--- src/iar_pkg.sv ---
// ----------------------------------------------------------------------------
// iar_pkg
// Shared types and constants of the int8 activation requantize unit.
// ----------------------------------------------------------------------------
`timescale 1ns / 1ps
`default_nettype none

package iar_pkg;

    // fixed point formats of the scale registers
    localparam int IN_FRAC  = 24;
    localparam int OUT_FRAC = 16;

    // activation mode codes (the fourth code acts as linear)
    localparam logic [1:0] MODE_SIGMOID    = 2'd0;
    localparam logic [1:0] MODE_TANH       = 2'd1;
    localparam logic [1:0] MODE_LINEAR     = 2'd2;
    localparam logic [1:0] MODE_LINEAR_ALT = 2'd3;

    // configuration register indexes
    localparam logic [2:0] CFG_MODE          = 3'd0;
    localparam logic [2:0] CFG_IN_SCALE      = 3'd1;
    localparam logic [2:0] CFG_IN_ZERO       = 3'd2;
    localparam logic [2:0] CFG_OUT_INV_SCALE = 3'd3;
    localparam logic [2:0] CFG_OUT_ZERO      = 3'd4;

    // log2(e) in Q1.30 and ln(2) in Q0.32
    localparam logic [30:0] LOG2E_Q30 = 31'd1549082005;
    localparam logic [31:0] LN2_Q32   = 32'd2977044472;

    // exp result is zero once the integer exponent reaches this
    localparam logic [7:0] EXP_ZERO_SHIFT = 8'd40;

    // largest result magnitude before the zero point is added
    localparam logic [10:0] MAG_LIMIT = 11'd1024;

    // floor(2^32 / k) for the series divisors
    localparam logic [31:0] DIV_RECIP [2:13] = '{
        32'd2147483648, 32'd1431655765, 32'd1073741824, 32'd858993459,
        32'd715827882,  32'd613566756,  32'd536870912,  32'd477218588,
        32'd429496729,  32'd390451572,  32'd357913941,  32'd330382099
    };

    // configuration register set
    typedef struct packed {
        logic [1:0]  mode;
        logic [31:0] in_scale;
        logic [7:0]  in_zero;
        logic [31:0] out_inv_scale;
        logic [7:0]  out_zero;
    } t_cfg;

    // per-item control that travels with the data
    typedef struct packed {
        logic        valid;
        logic        last;
        logic        neg;
        logic [10:0] lin_mag;
    } t_side;

endpackage

`default_nettype wire

--- src/iar_div.sv ---
// ----------------------------------------------------------------------------
// iar_div
// Function value as a Q1.30 quotient, restoring division one bit per stage.
// ----------------------------------------------------------------------------
`timescale 1ns / 1ps
`default_nettype none

module iar_div (
    input  wire logic           i_clk,
    input  wire logic           i_rst_n,
    input  wire logic           i_adv,
    input  wire iar_pkg::t_cfg  i_cfg,
    input  wire iar_pkg::t_side i_side,
    input  wire logic [32:0]    i_e,
    output iar_pkg::t_side      o_side,
    output logic [30:0]         o_q
);

    typedef struct packed {
        iar_pkg::t_side side;
        logic [33:0]    rem;
        logic [33:0]    den;
        logic [30:0]    nbits;
        logic [30:0]    q;
    } t_div_st;

    t_div_st r_st [0:31];

    logic [62:0] w_num;
    logic [32:0] w_one_minus;

    // numerator per function
    assign w_one_minus = 33'h1_0000_0000 - i_e;
    always_comb begin
        if (i_cfg.mode == iar_pkg::MODE_SIGMOID) begin
            w_num = i_side.neg ? {i_e, 30'd0} : (63'd1 << 62);
        end else begin
            w_num = {w_one_minus, 30'd0};
        end
    end

    // load stage
    always_ff @(posedge i_clk) begin
        if (!i_rst_n) begin
            r_st[0].side.valid <= 1'b0;
        end else if (i_adv) begin
            r_st[0].side  <= i_side;
            r_st[0].rem   <= {2'd0, w_num[62:31]};
            r_st[0].den   <= 34'h1_0000_0000 + {1'b0, i_e};
            r_st[0].nbits <= w_num[30:0];
            r_st[0].q     <= '0;
        end
    end

    // one quotient bit per stage
    generate
        for (genvar i = 0; i < 31; i++) begin : g_bit
            logic [34:0] w_trial;
            logic        w_ge;
            logic [34:0] w_diff;
            t_div_st     w_nx;

            assign w_trial = {r_st[i].rem, r_st[i].nbits[30]};
            assign w_ge    = w_trial >= {1'b0, r_st[i].den};
            assign w_diff  = w_trial - {1'b0, r_st[i].den};

            always_comb begin
                w_nx       = r_st[i];
                w_nx.rem   = w_ge ? w_diff[33:0] : w_trial[33:0];
                w_nx.nbits = {r_st[i].nbits[29:0], 1'b0};
                w_nx.q     = {r_st[i].q[29:0], w_ge};
            end

            always_ff @(posedge i_clk) begin
                if (!i_rst_n) begin
                    r_st[i+1].side.valid <= 1'b0;
                end else if (i_adv) begin
                    r_st[i+1] <= w_nx;
                end
            end
        end
    endgenerate

    assign o_side = r_st[31].side;
    assign o_q    = r_st[31].q;

endmodule

`default_nettype wire

--- config.mk ---
export PLATFORM = sky130hd
export DESIGN_NAME = iar_div
export DESIGN_NICKNAME = d
export VERILOG_FILES = /design/src/iar_pkg.sv /design/src/iar_div.sv
export SDC_FILE = /design/constraint.sdc
export NUM_CORES = 2
export LEC_CHECK = 0
export BUFFER_PORTS_ARGS = -buffer_cell sky130_fd_sc_hd__buf_4
export CAP_MARGIN = 30
export CORE_ASPECT_RATIO = 0.5
export CORE_UTILIZATION = 35
export CTS_CLUSTER_SIZE = 20
export DETAILED_ROUTE_END_ITERATION = 7
export GPL_ROUTABILITY_DRIVEN = 0
export GPL_TIMING_DRIVEN = 1
export PLACE_DENSITY = 0.59
export SETUP_SLACK_MARGIN = 0.2
export SLEW_MARGIN = 20
export SYNTH_ARGS = -nofsm -noshare
export SYNTH_HDL_FRONTEND = slang
export SYNTH_MEMORY_MAX_BITS = 65536
export SYNTH_SLANG_ARGS = --single-unit
export TNS_END_PERCENT = 5
--- constraint.sdc ---
create_clock -name i_clk -period 106.2 [get_ports i_clk]
set_clock_uncertainty 0.15 [all_clocks]
set_input_delay 5.31 -clock i_clk [delete_from_list [all_inputs] [get_ports i_clk]]
set_output_delay 5.31 -clock i_clk [all_outputs]
set_load 0.01 [all_outputs]
Yosys cells after proc, flatten, opt, wreduce, memory -nomap -nowiden
Memory sizes are Yosys's and may differ from the RTL's.
Cells that the tools add are included.
{"block": "word_totals", "register_bits": 0, "latchBits": 0, "ram_bits": 4608, "mem_bits_ro": 0, "input_bits": 132, "out_inout_bits": 45, "wordCells": 167, "n_memories": 1}
{"name": "r_st", "words": 32, "word_bits": 144, "read_ports": 32, "rd_ports_with_merged_regs": 0, "wr": 32, "line_no": "iar_div.sv:27", "rtl": "t_div_st r_st [0:31];"}
{"block": "classes", "addsub": 33, "multipliers": 0, "div_mod_pow": 0, "magnitude_cmp": 31, "eq_ne": 0, "shifts": 0, "n_mux": 69, "bitwise_logic": 32, "reduce_logical": 1}
{"op": ">= comparator 35 x 34 -> 1 bit", "n": 31}
{"op": "two-way mux 34 bit", "n": 31}
{"op": "subtractor 34 bit", "n": 31}
{"op": "two-way mux 63 bit", "n": 2}
{"op": "two-way mux 1 bit", "n": 36}
{"op": "adder 33 x 33 -> 34 bit (first input constant)", "n": 1}
{"op": "subtractor 33 bit (first input constant)", "n": 1}
{"op": "bitwise OR 1 bit", "n": 32}
{"op": "logical NOT 2 bit", "n": 1}

Logic depth before layout (Yosys ltp)
{"block": "depth", "word_depth": 4, "mapped_depth": 16, "depth_no_buf": 15}

Worst setup path after synthesis
OpenSTA, ideal clock, no wires.
{"block": "synth_timing", "kind": "input -> register", "start": "input port i_rst_n", "end": "memory r_st[0][1000] (netlist name), enable pin", "setup_ps": 3827, "arrival_time_ps": 73441, "required_time_ps": 102223, "setup_slack_ps": 28782, "stages": 2, "n_path_buf": 1, "cell_sequence": "clkbuf_1 -> and2_1"}
{"item": "from (decl)", "line_no": "iar_div.sv:10", "rtl": "input wire logic i_rst_n,"}
{"item": "to (decl)", "line_no": "iar_div.sv:27"}

==> results.cfg <==
[outcome]
status = finished, final reports clean

[final_layout]
top_register = r_st
largest_register_ffs = 3051
regArea_um2 = 91610
nFillCells = 41976
area_growth_pct = 11.15
final_util_pct = 39.14
reg_top3 = r_st (3051)
multi_input_area_um2 = 61090
final_layout_size_suffix_gt1_share_pct = 8.457
nNetsFinal = 14564

[global_routing]
grt_max_degree = 192
grt_use_total_pct = 13.23
grt_first_pass_wirelength_mm = 501.1
grt-ovfl-total = 0
top_usage_layer = met2
use_met1_pct = 15.04
gr-usage-met3_pct = 1.821
grt_use_met2_pct = 23.68
antenna_found_initial = 3
grt_pass1_vias = 97982

[setup_path]
cp.arrival_ns = 11.39
crit_chain = buf_4, and2_4, buf_4, buf_12, buf_4, buf_4, buf_4, buf_4, buf_16, buf_4, buf_16
crit_path_max_fanout = 146
cp-end-kind = flip-flop
cpMostUsedCell = buf_4
cp_data_required_time_ns = 106.56
slowest_stage = buf_4
crit_type = input port to flip-flop
slowest_delay_ns = 0.77
start_kind = input port

[die]
die_h_um = 477.9
die_area_um2 = 455900
floorplan.initialDensity_pct = 35.22
num_rows = 174
num_io_pins = 177
die_w_um = 953.8
coreArea_um2 = 450200

[routing]
drt.antenna.violating_nets = 0
drt-pass1-iter-count = 6
drtIter0Drc = 5642
vias = 97792
routedWlPerCell_um = 16.03
avgViaCountPerCell = 4.997
drcViolationCount = 0
finalWirelength_mm = 313.7

[sta]
slew_viol_final = 0
tightestPinTransition_ns = 1.197
min_period_over_period_pct = 10.39
slew_headroom_pct = 18.14
setup_tns_ns = 0
setup_viol = 0
rsz0062_at_grt = no
period_minus_slack_ns = 11.03
clock.fmax_mhz = 90.63
finalHoldViolations = 0

[synth]
synthCells = 13156
synth_edf_count = 3050
avgSynthCellArea_um2 = 12.05
synth-seq-cells = 3051
synth_fp_nets = 14371
ys_seq_area_share_pct = 57.78
synth_cell_types = 95
async_reset_ff_share_pct = 0
synth_area_um2 = 158600
yosys_warnings = 0
ys.flop_type = edfxtp_1

[clocking]
clockBufferDepth = 4
numCtsBuffers = 304
insertion_delay_ns = 0.90
clk_pin_slew_ns = 0.06
cts-hold-fix-buffers = 0
ctsResizeCount = 0
htreeDepth = 5
root_buffer = clkbuf_16
cts_setup_buffers = 0
cts.sinks = 3051
cts_tree = done

[power]
leakage_nw = 68.77
power_density_nw_per_um2 = 17.46
finalPower_mw = 3.078
peakVddDrop_mv = 0.01549

[run]
drv_cap = 0

[placement]
dp_hpwl_mm = 229.0
io_buffers = 96

[worst_hold_path]
worstHoldPathType = flip-flop to flip-flop
[report_power, final]
| part | internal (mW) | switching (mW) |
|---|---|---|
| logic | 0.240 | 0.317 |
| registers | 1.43 | 0.0373 |
| clock network | 0.590 | 0.464 |
[cell usage after synthesis (125+ instances only)]
library cell / count / area [µm²]
edfxtp_1: 3050 / 91590
inv_1: 1305 / 4898
a21oi_1: 1231 / 6161
ha_1: 1053 / 13180
nor2_1: 815 / 3059
nand2_1: 679 / 2549
o21ai_0: 633 / 3168
a21o_1: 618 / 4639
xnor2_1: 577 / 5054
mux2_2: 446 / 5022
xor2_1: 322 / 2820
clkbuf_1: 247 / 927.1
nand3_1: 209 / 1046
nor2b_1: 162 / 1013
nand4_1: 156 / 975.9
o21bai_1: 144 / 1081
o21a_1: 130 / 975.9
and3_1: 125 / 782.0
[metrics by stage]
step | hold WS [ns] | worst slack [ns] | area (µm²) | cells
after CTS | 0.2417 | 94.44 | 176100 | 19563
final | 0.2486 | 95.17 | 176200 | 19572
after global routing | 0.2425 | 94.57 | 176200 | 19571
after floorplan | 0.2503 | 28.78 | 158600 | 13156
after global placement | 0.2500 | 93.45 | 166400 | 19013
after detailed placement | 0.2545 | 93.50 | 166600 | 19020
[final timing paths]
check                startpoint       endpoint  slack, ns  cells after the start
setup / recovery        i_rst_n   r_st[0][246]      95.17                     11
hold / removal    r_st[0][1437]  r_st[0][1581]       0.25                      0
setup reg to reg   r_st[1][101]   r_st[1][246]     101.26                     12
hold reg to reg   r_st[0][1437]  r_st[0][1581]       0.25                      0
[per-layer routing]
metal	share of wire [%]	vias to the layer above
met5	0	-
met4	6.7	0
met3	3.5	908
met2	48	2099
met1	41	45947
li1	-	48838
[placed cells by master (no fill, tap or decap), types with 31 or more instances in the layout]
| master | count |
|---|---|
| inv_1 | 1305 |
| clkinv_2 | 51 |
| nand4_1 | 156 |
| o21a_1 | 129 |
| a31oi_1 | 98 |
| clkbuf_1 | 57 |
| mux2_2 | 446 |
| nand3_1 | 209 |
| and2_1 | 62 |
| clkbuf_16 | 309 |
| a21oi_1 | 1229 |
| edfxtp_1 | 3050 |
| o21ai_0 | 633 |
| clkinv_1 | 69 |
| nor3_1 | 108 |
| o31ai_1 | 79 |
| nor4_1 | 42 |
| xor2_1 | 322 |
| nor2b_1 | 161 |
| ha_1 | 1053 |
| a211o_1 | 31 |
| nor2_1 | 815 |
| and3_1 | 125 |
| nand2_1 | 677 |
| o21bai_1 | 144 |
| o211ai_1 | 47 |
| a21o_1 | 616 |
| nand2b_1 | 115 |
| or3_1 | 31 |
| xnor2_1 | 577 |
| buf_4 | 171 |
| a211oi_1 | 75 |
[cell type report]
| type | instances | share of cell area [%] |
|---|---|---|
| repair buffers | 189 | 0.9237 |
| flip-flops and latches | 3051 | 51.98 |
| inverters | 1305 | 2.780 |
| clock inverters | 178 | 0.8903 |
| clock buffers | 365 | 4.507 |
| well taps | 5984 | 4.249 |
| multi-input cells | 8498 | 34.66 |
| diodes | 2 | 0.002840 |
[worst max-delay path: cells and delay by family]
kind	cells	cell delay, ns
buffers and inverters	10	5.19
AND/OR/NAND/NOR	1	0.47
[cells by family after synthesis]
| family | synth area share (%) |
|---|---|
| AOI/OAI and AO/OA | 13.53 |
| DFF | 57.78 |
| and+or+nand+nor | 7.981 |
| buffers and inverters | 3.843 |
| adders and majority gates | 8.688 |
| xor gates and xnor gates | 4.966 |
| muxes | 3.213 |
Note: power is estimated with default switching activity, not from simulation.
