**config.mk**
```make
export PLATFORM = sky130hd
export DESIGN_NAME = iar_back
export DESIGN_NICKNAME = d
export VERILOG_FILES = /design/src/iar_pkg.sv /design/src/iar_back.sv
export SDC_FILE = /design/constraint.sdc
export NUM_CORES = 2
export LEC_CHECK = 0
export ABC_CLOCK_PERIOD_IN_PS = 10800
export BUFFER_PORTS_ARGS = -buffer_cell sky130_fd_sc_hd__buf_2
export CAP_MARGIN = 0
export CORE_ASPECT_RATIO = 0.5
export CORE_UTILIZATION = 30
export CTS_CLUSTER_DIAMETER = 60
export DETAILED_ROUTE_END_ITERATION = 10
export HOLD_SLACK_MARGIN = 0.03
export PLACE_DENSITY_LB_ADDON = 0.1
export SLEW_MARGIN = 0
export SYNTH_ARGS = -nofsm -noshare
export SYNTH_HDL_FRONTEND = slang
export SYNTH_SLANG_ARGS = --single-unit
```
**constraint.sdc**
```tcl
create_clock -name i_clk -period 10.8 [get_ports i_clk]
set_clock_uncertainty 0.05 [all_clocks]
set_input_delay 1.08 -clock i_clk [delete_from_list [all_inputs] [get_ports i_clk]]
set_output_delay 1.08 -clock i_clk [all_outputs]
set_load 0.02 [all_outputs]
```
**src/iar_pkg.sv**
```systemverilog
// ----------------------------------------------------------------------------
// iar_pkg
// Shared types and constants of the int8 activation requantize unit.
// ----------------------------------------------------------------------------
`timescale 1ns / 1ps
`default_nettype none

package iar_pkg;

    // fixed point formats of the scale registers
    localparam int IN_FRAC  = 24;
    localparam int OUT_FRAC = 16;

    // activation mode codes (the fourth code acts as linear)
    localparam logic [1:0] MODE_SIGMOID    = 2'd0;
    localparam logic [1:0] MODE_TANH       = 2'd1;
    localparam logic [1:0] MODE_LINEAR     = 2'd2;
    localparam logic [1:0] MODE_LINEAR_ALT = 2'd3;

    // configuration register indexes
    localparam logic [2:0] CFG_MODE          = 3'd0;
    localparam logic [2:0] CFG_IN_SCALE      = 3'd1;
    localparam logic [2:0] CFG_IN_ZERO       = 3'd2;
    localparam logic [2:0] CFG_OUT_INV_SCALE = 3'd3;
    localparam logic [2:0] CFG_OUT_ZERO      = 3'd4;

    // log2(e) in Q1.30 and ln(2) in Q0.32
    localparam logic [30:0] LOG2E_Q30 = 31'd1549082005;
    localparam logic [31:0] LN2_Q32   = 32'd2977044472;

    // exp result is zero once the integer exponent reaches this
    localparam logic [7:0] EXP_ZERO_SHIFT = 8'd40;

    // largest result magnitude before the zero point is added
    localparam logic [10:0] MAG_LIMIT = 11'd1024;

    // floor(2^32 / k) for the series divisors
    localparam logic [31:0] DIV_RECIP [2:13] = '{
        32'd2147483648, 32'd1431655765, 32'd1073741824, 32'd858993459,
        32'd715827882,  32'd613566756,  32'd536870912,  32'd477218588,
        32'd429496729,  32'd390451572,  32'd357913941,  32'd330382099
    };

    // configuration register set
    typedef struct packed {
        logic [1:0]  mode;
        logic [31:0] in_scale;
        logic [7:0]  in_zero;
        logic [31:0] out_inv_scale;
        logic [7:0]  out_zero;
    } t_cfg;

    // per-item control that travels with the data
    typedef struct packed {
        logic        valid;
        logic        last;
        logic        neg;
        logic [10:0] lin_mag;
    } t_side;

endpackage

`default_nettype wire

```
**src/iar_back.sv**
```systemverilog
// ----------------------------------------------------------------------------
// iar_back
// Output scaling, rounding, zero point and saturation, plus output register.
// ----------------------------------------------------------------------------
`timescale 1ns / 1ps
`default_nettype none

module iar_back (
    input  wire logic           i_clk,
    input  wire logic           i_rst_n,
    input  wire logic           i_adv,
    input  wire iar_pkg::t_cfg  i_cfg,
    input  wire iar_pkg::t_side i_side,
    input  wire logic [30:0]    i_q,
    output logic                o_valid,
    output logic [7:0]          o_result,
    output logic                o_last_out
);

    localparam int BACK_SHIFT = 29 + iar_pkg::OUT_FRAC;

    iar_pkg::t_side r1_side;
    logic [62:0]    r1_prod;
    logic           r_valid;
    logic [7:0]     r_result;
    logic           r_last;

    logic [62:0] w_sh;
    logic [62:0] w_rnd;
    logic [10:0] w_fmag;
    logic        w_func;
    logic        w_rneg;
    logic [10:0] w_mag;
    logic [11:0] w_sval;
    logic [7:0]  w_sat;

    // round half up on the magnitude, clamp
    assign w_sh   = r1_prod >> BACK_SHIFT;
    assign w_rnd  = (w_sh + 63'd1) >> 1;
    assign w_fmag = (w_rnd > 63'(iar_pkg::MAG_LIMIT)) ? iar_pkg::MAG_LIMIT : w_rnd[10:0];

    // select path and sign
    assign w_func = (i_cfg.mode == iar_pkg::MODE_SIGMOID) || (i_cfg.mode == iar_pkg::MODE_TANH);
    assign w_rneg = (i_cfg.mode == iar_pkg::MODE_SIGMOID) ? 1'b0 : r1_side.neg;
    assign w_mag  = w_func ? w_fmag : r1_side.lin_mag;
    assign w_sval = (w_rneg ? (12'd0 - {1'b0, w_mag}) : {1'b0, w_mag})
                    + {{4{i_cfg.out_zero[7]}}, i_cfg.out_zero};

    // saturate to int8
    always_comb begin
        if ($signed(w_sval) < -12'sd128) begin
            w_sat = 8'h80;
        end else if ($signed(w_sval) > 12'sd127) begin
            w_sat = 8'h7F;
        end else begin
            w_sat = w_sval[7:0];
        end
    end

    // valid bits, multiply and output register
    always_ff @(posedge i_clk) begin
        if (!i_rst_n) begin
            r1_side.valid <= 1'b0;
            r_valid       <= 1'b0;
        end else if (i_adv) begin
            r1_side.valid   <= i_side.valid;
            r_valid         <= r1_side.valid;
            r1_side.last    <= i_side.last;
            r1_side.neg     <= i_side.neg;
            r1_side.lin_mag <= i_side.lin_mag;
            r1_prod         <= 63'(i_q) * 63'(i_cfg.out_inv_scale);
            r_result        <= w_sat;
            r_last          <= r1_side.last;
        end
    end

    assign o_valid    = r_valid;
    assign o_result   = r_result;
    assign o_last_out = r_last;

endmodule

`default_nettype wire

```
Yosys cells after proc, flatten, opt, wreduce, memory -nomap -nowiden
Index checks and enable logic that the tools add are counted.

operators by class
  $mul = 1
  equality and inequality tests = 1
  muxes and demuxes = 5
  $lt $le $gt $ge = 3
  add/sub/neg operators = 3
  reduce and logical (&&, ||, !) cells = 3

operators by type and width
  kind                     number
  $mul A31 B32 Y63         1
  $mux W11                 2
  $add A18 B1 Y19 const B  1
  $gt A18 B11 Y1 const B   1
  $add A12 B12 Y12         1
  $gt A12 B8 Y1 const B    1
  $lt A12 B8 Y1 const B    1
  $mux W12                 1
  $sub A1 B11 Y12 const A  1
  $mux W8                  1
  $eq A2 B1 Y1 const B     1
  $logic_not A2 Y1         1
  $reduce_and A2 Y1        1
  $logic_or A1 B1 Y1       1
  $mux W1                  1

storage, ports and cells
  register bits = 87
  output and inout port bits = 10
  bits of input ports = 130

Longest topological paths before layout
  word-level depth = 9
  depth in mapped cells = 26
  mapped depth without buffers = 25

Worst setup path after synthesis
OpenSTA, ideal clock, no wires.

  kind = in2reg
  start point = in i_q[7]
  end point = reg r1_prod[57], data pin
  library setup time = 265 ps
  data required time = 10,485 ps
  arrival time = 7,647 ps
  cell stages on the path = 22
  slack = 2,838 ps
  path buffers = 1
  cells stage by stage = clkbuf_1 -> and2_1 -> fa_1 -> fa_1 -> inv_1 -> fa_1 -> fa_1 -> fa_1 -> inv_1 -> fa_1 -> fa_1 -> fa_1 -> ha_1 -> a21o_1 -> a21o_1 -> a2111oi_0 -> o31ai_1 -> a21oi_1 -> a31oi_1 -> a221oi_1 -> o21ai_0 -> xor2_1

on the way
  cells in the longest elaborated chain, start to end = 1

ends and longest elaborated chain
  what                    line            source
  start: declaration      iar_back.sv:14  input wire logic [30:0] i_q,
  $mul A31 B32 Y63        iar_back.sv:71  r1_prod <= 63'(i_q) * 63'(i_cfg.out_inv_scale);
  end signal: assignment  iar_back.sv:71
  end: declaration        iar_back.sv:23  logic [62:0] r1_prod;

No other way between the ends.
A chain may end at the register's enable or synchronous reset.

Worst setup path in the final report
  start point = in i_q[4]
  end point = reg r1_prod[57], data pin

The elaborated chain is that of the path after synthesis.

==> metrics.txt <==
# TYPE chip_impl_metric gauge
chip_impl_info{name="result_of_the_run",value="finished, violations left"} 1
chip_impl_info{name="failed_checks",value="design-rule violations"} 1
chip_impl_metric{name="ys.warnings.count",unit=""} 0
chip_impl_info{name="ff_to_ff_start",value="r1_prod[45]$_DFFE_PP_"} 1
chip_impl_metric{name="hold_violations",unit=""} 0
chip_impl_metric{name="layout.filler_cells",unit=""} 11700
chip_impl_info{name="critPathSlowestCell",value="sky130_fd_sc_hd__o311ai_0"} 1
chip_impl_metric{name="num-nets-final",unit=""} 4903
chip_impl_info{name="final_common_cell",value="sky130_fd_sc_hd__fa_1"} 1
chip_impl_metric{name="finalMaxSlewViolations",unit=""} 0
chip_impl_metric{name="post_drt_via_cell_ratio",unit=""} 4.70
chip_impl_metric{name="wl_met3",unit="um"} 4310
chip_impl_metric{name="fin_area",unit="um^2"} 36200
chip_impl_metric{name="min_period_over_period",unit="%"} 89.0
chip_impl_metric{name="core.rowCount",unit=""} 86
chip_impl_info{name="holdCritStartpoint",value="r1_side[12]$_DFFE_PP_"} 1
chip_impl_metric{name="wl_met1",unit="um"} 51300
chip_impl_metric{name="portBuffers",unit=""} 99
chip_impl_metric{name="setup_viol",unit=""} 0
chip_impl_info{name="crit_path_start_kind",value="input port"} 1
chip_impl_metric{name="tns",unit="ns"} 0
chip_impl_metric{name="placed_cell_area",unit="um^2"} 36000
chip_impl_metric{name="synth_cell_types",unit=""} 71
chip_impl_metric{name="dieArea",unit="um^2"} 115000
chip_impl_metric{name="grt_overflow_total",unit=""} 0
chip_impl_metric{name="antenna_found_initial",unit=""} 19
chip_impl_metric{name="maximum_number_of_pins_on_one_net_before_global_route_repair",unit=""} 41
chip_impl_metric{name="remaining_number_of_nets_flagged_by_the_antenna_check_after_routing",unit=""} 0
chip_impl_metric{name="clkLatencyLatePin",unit="ns"} 0.29
chip_impl_metric{name="number_of_synthesized_register_bits",unit=""} 42
chip_impl_metric{name="grt_pass1_vias",unit=""} 27100
chip_impl_metric{name="dr_vias",unit=""} 24200
chip_impl_metric{name="hpwlAfterDp",unit="um"} 87600
chip_impl_info{name="cts_tree",value="built"} 1
chip_impl_metric{name="synth_sequential_area_ratio",unit="%"} 3.65
chip_impl_metric{name="wl_per_cell",unit="um"} 20.9
chip_impl_info{name="cell_types_with_the_largest_area_share_after_synthesis",value="sky130_fd_sc_hd__fa_1 51%, sky130_fd_sc_hd__and2_1 9.9%, sky130_fd_sc_hd__ha_1 9.8%"} 1
chip_impl_metric{name="post_cts_hold_buffer_count",unit=""} 0
chip_impl_metric{name="max_capacitance_violation_total",unit=""} 0
chip_impl_metric{name="fp.dieW",unit="um"} 478
chip_impl_info{name="hold_path.class",value="reg -> reg"} 1
chip_impl_metric{name="tightest_slew",unit="ns"} 1.33
chip_impl_metric{name="die-height",unit="um"} 240
chip_impl_metric{name="drc",unit=""} 16
chip_impl_metric{name="finalWorstSetupSlack",unit="ns"} 1.18
chip_impl_metric{name="worst-path-max-fanout",unit=""} 32
chip_impl_metric{name="syn-cell-area",unit="um^2"} 34000
chip_impl_metric{name="grt_first_pass_wirelength",unit="um"} 168000
chip_impl_metric{name="drive_above_1_share",unit="%"} 5.08
chip_impl_info{name="clock-root-buffer",value="sky130_fd_sc_hd__clkbuf_16"} 1
chip_impl_metric{name="drt_pass1_iterations",unit=""} 8
chip_impl_metric{name="place_worst_setup_slack",unit="ns"} 0.855
chip_impl_metric{name="gp_congestion",unit=""} 0.842
chip_impl_metric{name="min_period",unit="ns"} 9.62
chip_impl_metric{name="wl_met2",unit="um"} 50800
chip_impl_metric{name="synth_enable_flop_cells",unit=""} 40
chip_impl_info{name="worst-setup-path-type",value="in -> reg"} 1
chip_impl_info{name="cpLargestDelayFamily",value="adder cells"} 1
chip_impl_info{name="commonest_register_cell_after_synthesis",value="sky130_fd_sc_hd__edfxtp_1"} 1
chip_impl_metric{name="clock-sinks",unit=""} 42
chip_impl_info{name="cp-end-kind",value="flop"} 1
chip_impl_metric{name="worst_ep_required_time",unit="ns"} 10.78
chip_impl_info{name="timing.critical_path.from",value="i_q[4]"} 1
chip_impl_metric{name="clock_path_buffers",unit=""} 2
chip_impl_metric{name="ctsResizeCount",unit=""} 0
chip_impl_metric{name="core_region_area",unit="um^2"} 111000
chip_impl_metric{name="io-pin-count",unit=""} 140
chip_impl_metric{name="ctsHtreeMaxLevel",unit=""} 2
chip_impl_metric{name="clk_transition_reported_paths",unit="ns"} 0.06
chip_impl_metric{name="max_freq",unit="MHz"} 104
chip_impl_metric{name="max_slew_margin",unit="%"} 10.3
chip_impl_metric{name="path_buf_inv",unit=""} 6
chip_impl_metric{name="timing.critical_path.slowest_cell_delay",unit="ns"} 1.09
chip_impl_metric{name="initial_core_util",unit="%"} 30.6
chip_impl_metric{name="critPathArrivalTime",unit="ns"} 9.60
chip_impl_metric{name="grt.total_usage",unit="%"} 19.5
chip_impl_info{name="library_cell_occupying_the_most_area_in_the_post_synthesis_netlist",value="sky130_fd_sc_hd__fa_1"} 1
chip_impl_metric{name="post-cts-setup-buffers",unit=""} 0
chip_impl_metric{name="wire_length_after_detailed_routing",unit="um"} 107000
chip_impl_metric{name="drtIter0Drc",unit=""} 1295
chip_impl_info{name="top_layer_used",value="met5"} 1
chip_impl_info{name="unrepaired_setup_endpoints_after_global_routing",value="false"} 1
chip_impl_metric{name="syn2layout_area_growth",unit="%"} 6.48
chip_impl_metric{name="async_flop_share",unit="%"} 0
chip_impl_info{name="worst_path_most_repeated_cell",value="sky130_fd_sc_hd__fa_1"} 1
chip_impl_metric{name="cts_inserted_buffers",unit=""} 5
chip_impl_metric{name="net_count_synth",unit=""} 4943
chip_impl_metric{name="synth_area_per_cell",unit="um^2"} 9.24
chip_impl_info{name="final_cell_mix",value="866 x sky130_fd_sc_hd__fa_1, 798 x sky130_fd_sc_hd__inv_1, 538 x sky130_fd_sc_hd__and2_1"} 1
chip_impl_metric{name="synth_cells",unit=""} 3681
chip_impl_metric{name="synth_top_area_share",unit="%"} 51.0
sequential cells by signal, summed over array words and instances, names as in the netlist:
signal,count
o_last_out,1
o_valid,1
o_result,8
r1_prod,18
r1_side,14
final timing paths:
check / endpoint / depth (start not counted) / slack, ns
min: o_last_out$_DFFE_PP_ / 0 / 0.38
min reg2reg: o_last_out$_DFFE_PP_ / 0 / 0.38
max: r1_prod[57]$_DFFE_PP_ / 25 / 1.18
max reg2reg: o_result[6]$_SDFFCE_PP0P_ / 21 / 4.53
cell usage after synthesis, drive strengths merged, types with 9 or more instances:
cell,number
fa,866
inv,798
and2,539
nand2,515
ha,266
clkbuf,201
a21oi,63
nor2,44
edfxtp,40
a21o,32
xnor2,32
o21ai,30
nand3,29
nor3,25
xor2,20
nand4,19
a211oi,11
a31oi,9
o211ai,9
per-layer routing:
metal	vias up	GRT usage, %
met4	2	1.81
met5	-	0
met1	12800	28.4
met3	57	0.765
li1	10800	-
met2	508	33.3
cells by family after synthesis:
kind of cell / after synthesis / synth area share (%)
xor+xnor: 52 / 1.36
mux: 7 / 0.221
fa+ha+maj: 1132 / 60.8
buf+inv: 1005 / 11.1
flops: 42 / 3.65
compound gates: 221 / 4.46
simple gates: 1222 / 18.4
stage by stage:
step	cells	utilization, %	hold WS, ns
after CTS	5138	32.5	0.373
after detailed placement	5130	32.4	0.358
final	5142	32.5	0.377
after global routing	5138	32.5	0.394
after floorplan	3681	-	0.350
after global placement	5130	32.4	0.352
area by class of cell:
class | instances | area (um^2) | area share [%]
diodes | 4 | 10.0 | 0.0277
clock buffers | 5 | 125 | 0.346
clock inverters | 3 | 18.8 | 0.0518
inverters | 798 | 3000 | 8.27
multi-input cells | 2634 | 29000 | 80.0
flip-flops and latches | 42 | 1240 | 3.43
well taps | 1496 | 1870 | 5.17
repair buffers | 160 | 966 | 2.67
Power is not shown: default switching activity piles up to over one toggle a cycle in this logic, so the estimate is an artifact.
